[src/hdl/idfs_pkg.sv]
package idfs_pkg;

  localparam int unsigned IdW     = 30;
  localparam int unsigned StatusW = 2;

  // Counter limit after reset
  localparam logic [IdW-1:0] IdLimitReset = IdW'(1) << 29;

  typedef enum logic {
    OpAlloc   = 1'b0,
    OpRelease = 1'b1
  } op_e;

  typedef enum logic [StatusW-1:0] {
    StOk        = 2'd0,
    StExhausted = 2'd1,
    StFull      = 2'd2
  } status_e;

  // One request item
  typedef struct packed {
    op_e            op;
    logic [IdW-1:0] release_id;
  } req_t;

  // One result item
  typedef struct packed {
    logic [IdW-1:0] granted_id;
    status_e        status;
  } rsp_t;

  // Outcome of one request, carried until the stack read data returns
  typedef struct packed {
    logic           pop;
    logic [IdW-1:0] granted;
    status_e        status;
  } act_t;

endpackage

[src/hdl/idfs_state.sv]
module idfs_state #(
  parameter int unsigned FreeDepth = 1024,
  localparam int unsigned AddrW    = $clog2(FreeDepth),
  localparam int unsigned CntW     = $clog2(FreeDepth + 1)
) (
  input  logic                        clk_i,
  input  logic                        rst_ni,
  input  logic                        cfg_we_i,
  input  logic [idfs_pkg::IdW-1:0]    cfg_wdata_i,
  input  logic                        accept_i,
  input  idfs_pkg::req_t              req_i,
  output idfs_pkg::act_t              act_o,
  output logic                        push_o,
  output logic [AddrW-1:0]            push_addr_o,
  output logic                        pop_o,
  output logic [AddrW-1:0]            pop_addr_o
);

  logic [idfs_pkg::IdW-1:0] id_limit_q, high_water_q, high_water_d;
  logic [CntW-1:0]          free_count_q, free_count_d;
  logic                     stack_empty, stack_full;
  logic [CntW-1:0]          count_dec;

  assign stack_empty = (free_count_q == '0);
  assign stack_full  = (free_count_q >= CntW'(FreeDepth));
  assign count_dec   = free_count_q - CntW'(1);

  assign pop_addr_o  = count_dec[AddrW-1:0];
  assign push_addr_o = free_count_q[AddrW-1:0];

  // Decide the outcome of the request from the current state
  always_comb begin
    act_o.pop     = 1'b0;
    act_o.granted = '0;
    act_o.status  = idfs_pkg::StOk;
    push_o        = 1'b0;
    pop_o         = 1'b0;
    high_water_d  = high_water_q;
    free_count_d  = free_count_q;
    case (req_i.op)
      idfs_pkg::OpAlloc: begin
        if (!stack_empty) begin
          act_o.pop    = 1'b1;
          pop_o        = accept_i;
          free_count_d = count_dec;
        end else if (high_water_q < id_limit_q) begin
          high_water_d  = high_water_q + idfs_pkg::IdW'(1);
          act_o.granted = high_water_d;
        end else begin
          act_o.status = idfs_pkg::StExhausted;
        end
      end
      idfs_pkg::OpRelease: begin
        if (req_i.release_id == '0) begin
          // release of zero is ignored
        end else if (req_i.release_id == high_water_q) begin
          high_water_d = high_water_q - idfs_pkg::IdW'(1);
        end else if (!stack_full) begin
          push_o       = accept_i;
          free_count_d = free_count_q + CntW'(1);
        end else begin
          act_o.status = idfs_pkg::StFull;
        end
      end
      default: begin
        act_o.status = idfs_pkg::StOk;
      end
    endcase
  end

  // Hold the limit and advance counters on each accepted item
  always_ff @(posedge clk_i or negedge rst_ni) begin
    if (!rst_ni) begin
      id_limit_q   <= idfs_pkg::IdLimitReset;
      high_water_q <= '0;
      free_count_q <= '0;
    end else begin
      if (cfg_we_i) begin
        id_limit_q <= cfg_wdata_i;
      end
      if (accept_i) begin
        high_water_q <= high_water_d;
        free_count_q <= free_count_d;
      end
    end
  end

endmodule

[config.mk]
export PLATFORM = sky130hd
export DESIGN_NAME = idfs_state
export DESIGN_NICKNAME = d
export VERILOG_FILES = /design/src/hdl/idfs_pkg.sv /design/src/hdl/idfs_state.sv
export SDC_FILE = /design/constraint.sdc
export NUM_CORES = 1
export LEC_CHECK = 0
export ABC_AREA = 1
export BUFFER_PORTS_ARGS = -buffer_cell sky130_fd_sc_hd__buf_4
export CAP_MARGIN = 5
export CORE_MARGIN = 1.5
export CORE_UTILIZATION = 60
export CTS_CLUSTER_SIZE = 16
export DETAILED_ROUTE_END_ITERATION = 6
export PLACE_DENSITY = 0.85
export SETUP_SLACK_MARGIN = 0.4
export SLEW_MARGIN = 20
export SYNTH_ARGS = -nofsm -noshare
export SYNTH_HDL_FRONTEND = slang
export SYNTH_SLANG_ARGS = --single-unit
[constraint.sdc]
create_clock -name clk_i -period 3.2 [get_ports clk_i]
set_clock_uncertainty 0.15 [all_clocks]
set_input_delay 0.32 -clock clk_i [delete_from_list [all_inputs] [get_ports clk_i]]
set_output_delay 0.32 -clock clk_i [all_outputs]
set_load 0.02 [all_outputs]
==> impl_summary.txt <==
----------------------------------------------------
[Global routing]
  Wire length of the first global-routing pass ... 36000 um
  Via count of the first global-routing pass ... 7453
  Largest net degree at the start of global routing ... 72
  Final global-route overflow total ... 0
  Total GRT Usage ... 0.365
  Number of antenna violations at the first check in global routing ... 0

[Logic synthesis]
  Post-synth design cell area ... 6920 sq um
  Total nets after synthesis ... 1263
  Most common cell in the netlist ... sky130_fd_sc_hd__nand2_1
  Yosys cell types ... 37
  Fraction of synthesis flops using an asynchronous set or reset pin ... 1.00
  Sequential fraction of the synthesis area ... 0.257
  Mapped Avg Cell Area ... 5.95 sq um
  Number of flops mapped to enable cells by yosys ... 0
  Cell accounting for the most synthesized area ... sky130_fd_sc_hd__dfrtp_1
  Number of warnings reported in the yosys synthesis log ... 0
  Dominant cells by area after synthesis ... sky130_fd_sc_hd__dfrtp_1, sky130_fd_sc_hd__nand2_1, sky130_fd_sc_hd__nor2_1
  Flip-flop and latch count after synthesis ... 71
  Most common flop cell mapped by yosys ... sky130_fd_sc_hd__dfrtp_1
  Area share of the largest cell type after synthesis ... 0.253
  Cell count after synthesis ... 1164
  Commonest cells post-synth ... sky130_fd_sc_hd__nand2_1, sky130_fd_sc_hd__nor2_1, sky130_fd_sc_hd__inv_1, sky130_fd_sc_hd__nand3_1, sky130_fd_sc_hd__dfrtp_1

[Worst setup path]
  Critical Path End Type ... output pin
  Most used cell along the critical path ... sky130_fd_sc_hd__nand2_2
  CP max FO ... 7
  Sum of buffers and inverters on the critical path ... 2
  Master of the slowest instance on the critical path ... sky130_fd_sc_hd__dfrtp_2
  Kind of critical path ... flip-flop to output pin
  Family with the most delay on the worst path ... simple AND/OR/NAND/NOR gates
  Worst reg-to-reg setup slack ... 0.61 ns
  Arrival time of the worst setup path ... 2.42 ns
  Crit Reg-Reg Startpoint ... high_water_q[5]
  Critical path depth in cells ... 12
  Highest cell delay on the worst timing path ... 0.41 ns
  Cell breakdown of the critical path ... ha_1 -> nand2_1 -> nand2_1 -> a21oi_1 -> nand2_2 -> nand2_2 -> nand2_2 -> nand2_2 -> nand3_4 -> clkbuf_16 -> nor2_1 -> buf_4
  Worst setup path endpoint ... act_o[23]
  Terminus of the critical flop-to-flop path ... high_water_q[29]
  Reg2Reg Depth ... 13
  Nature of the critical path startpoint ... flip-flop
  Worst Path Required ... 2.73 ns
  Launch point of the worst path ... high_water_q[3]

[Die]
  Number of top-level design ports ... 120
  Area of the die ... 12200 sq um
  Number of core rows ... 39
  Core region area ... 11300 sq um
  Die height ... 110 um
  Starting density of the core ... 0.612
  Horiz. Die Dim ... 110 um

[Placement]
  Detailed placer's ending HPWL ... 15400 um
  Placed instance area ... 7730 sq um
  Routability Congestion ... 1.00
  Buffers on Ports ... 119
  Post-Place Setup Slack ... 0.490 ns

[Detailed routing]
  Via density per instance ... 5.68
  Antenna Nets Post-Route ... 0
  Routed wire per std cell ... 16.2 um
  Detailed-route wire length ... 22900 um
  Via Count ... 8012
  Number of design rule violations left after detail routing ... 5
  Initial DRT Pass Iterations ... 7
  DR iter-0 viols ... 807

[STA]
  Crit path setup slack, layout ... 0.312 ns
  Worst hold slack after final layout ... -0.0465 ns
  Count of pins over their slew limit ... 0
  Setup-violating endpoint count in the final report ... 0
  Transition time of the tightest slew-check pin ... 0.973 ns
  Clock period minus final worst setup slack ... 2.89 ns
  Final Hold Fails ... 42
  Worst max-slew margin expressed relative to the limit ... 0.352
  Sum Neg Setup Slack ... 0 ns
  Unrepaired setup endpoints after global routing ... true
  Max Fclk ... 0.346 GHz
  Fin crit share ... 0.902

[Layout]
  Area delta synth->final ... 26.5%
  Final layout net count ... 1362
  Share of layout cells above drive strength 1 ... 0.220
  Final std cell area, no fill ... 8760 sq um
  Flip-flop and latch area ... 1810 sq um
  Number of fill cells in the layout ... 913
  Multi-input combinational cell area ... 4690 sq um
  Number of diodes added for antenna fixing ... 0

[Worst hold path]
  Worst hold-check path type ... input pin to async pin

[Power and ir drop]
  Power share of the clock group ... 0.151
  Power share of the combinational group ... 0.638
  Peak supply drop ... 0.000808 V
  Switching part of the total ... 0.522
  Power, Total ... 6.98 mW
  Pwr per Cell Area ... 796 nW/um^2
  Switching power ... 3.64 mW
  Sequential share of power ... 0.211
  Leakage power summed over all cells ... 4.42 nW
  Power Internal ... 3.34 mW

[Clock tree]
  Clock buffers created by TritonCTS ... 9
  Depth of the CTS H-tree ... 3
  Deepest clock path buffer count ... 2
  Sinks on Clock Net ... 71
  Root Buffer Master ... sky130_fd_sc_hd__clkbuf_16
  TritonCTS clock tree ... built
  Insertion delay of the later-clocked pin in the worst-skew pair ... 0.35 ns
  Clock transition at the registers of the reported paths ... 0.06 ns

[Outcome]
  Failing checks ... DRC, hold timing
  Result of the run ... finished with violations

[Job]
  Maxcap violations ... 0

----------------------------------------------------
==> registers in the layout, summed over array words and instances, names as in the netlist <==
signal,cells
free_count_q,11
high_water_q,30
id_limit_q,30
==> repair_timing <==
item | in CTS | in global routing
resized for setup | 52 | 91
setup endpoints to repair | 31 | 72
pin swaps | 8 | 7
setup buffers | 16 | 3
gates cloned | 2 | 2
hold buffers | 0 | 0
==> cells in the final DEF (no fill, tap or decap), types with 2 or more instances in the layout <==
| master | instances |
|---|---|
| sky130_fd_sc_hd__nand2_1 | 408 |
| sky130_fd_sc_hd__o211ai_1 | 3 |
| sky130_fd_sc_hd__nor3_1 | 7 |
| sky130_fd_sc_hd__ha_1 | 27 |
| sky130_fd_sc_hd__buf_16 | 2 |
| sky130_fd_sc_hd__nor2_4 | 22 |
| sky130_fd_sc_hd__a21o_1 | 2 |
| sky130_fd_sc_hd__dfrtp_1 | 46 |
| sky130_fd_sc_hd__xnor2_1 | 16 |
| sky130_fd_sc_hd__a21oi_1 | 18 |
| sky130_fd_sc_hd__nor4_1 | 2 |
| sky130_fd_sc_hd__buf_6 | 25 |
| sky130_fd_sc_hd__nand3_4 | 3 |
| sky130_fd_sc_hd__buf_12 | 2 |
| sky130_fd_sc_hd__inv_1 | 108 |
| sky130_fd_sc_hd__inv_2 | 12 |
| sky130_fd_sc_hd__nand3_1 | 82 |
| sky130_fd_sc_hd__o21ai_0 | 63 |
| sky130_fd_sc_hd__ha_4 | 6 |
| sky130_fd_sc_hd__nand4_1 | 42 |
| sky130_fd_sc_hd__nor2_2 | 22 |
| sky130_fd_sc_hd__buf_4 | 124 |
| sky130_fd_sc_hd__clkinv_4 | 2 |
| sky130_fd_sc_hd__xor2_1 | 18 |
| sky130_fd_sc_hd__clkbuf_16 | 10 |
| sky130_fd_sc_hd__dfrtp_2 | 24 |
| sky130_fd_sc_hd__nor2_1 | 137 |
| sky130_fd_sc_hd__nand3b_1 | 2 |
| sky130_fd_sc_hd__nand2_2 | 10 |
| sky130_fd_sc_hd__clkinv_2 | 2 |
==> cell families after synthesis <==
group                    Yosys count  share of synthesized area
adder cells (fa/ha/maj)           34                     0.0614
AO/OA/AOI/OAI                     92                     0.0699
multiplexers                       1                    0.00163
AND/OR/NAND/NOR                  745                      0.447
buffers and inverters            187                      0.120
XOR/XNOR                          34                     0.0430
flip-flops                        71                      0.257
==> power by group through the flow <==
| stage | clock network, mW | registers, mW | logic [mW] |
|---|---|---|---|
| 2_1_floorplan | 0 | 1.30 | 3.01 |
| 3_3_place_gp | 0 | 1.59 | 3.65 |
| 3_5_place_dp | 0 | 1.60 | 3.71 |
| 4_1_cts | 1.05 | 1.46 | 4.13 |
| 5_1_grt | 1.09 | 1.50 | 4.91 |
| 6_report | 1.05 | 1.47 | 4.45 |
==> area by class of cell <==
cell class / count / area share
inverter: 120 / 0.0514
tap: 143 / 0.0204
multi-input combinational: 907 / 0.535
timing repair buffer: 154 / 0.152
sequential: 71 / 0.206
clock buffer: 11 / 0.0277
clock inverter: 5 / 0.00657
==> metal layers <==
metal | GRT usage | share of wire
met2 | 0.597 | 0.46
met4 | 0.182 | 0.048
met5 | 0 | 0
met3 | 0.0439 | 0.098
met1 | 0.478 | 0.39
==> through the flow <==
| stage | cells | utilization |
|---|---|---|
| 6_report | 1411 | 0.774 |
| 3_3_place_gp | 1372 | 0.683 |
| 5_1_grt | 1411 | 0.774 |
| 4_1_cts | 1406 | 0.737 |
| 3_5_place_dp | 1372 | 0.683 |
| 2_1_floorplan | 1164 | - |
==> worst min path at each step <==
stage	from	endpoint	slack, ns	cells after the start
detailed placement	id_limit_q[29]	id_limit_q[29]	0.34	2
CTS	rst_ni	id_limit_q[13]	0.008	1
floorplan	rst_ni	free_count_q[0]	-0.13	0
global route	cfg_wdata_i[13]	id_limit_q[13]	0.04	3
global placement	id_limit_q[29]	id_limit_q[29]	0.34	2
finish	rst_ni	id_limit_q[13]	-0.05	1
(Power assumes the default switching activity.)
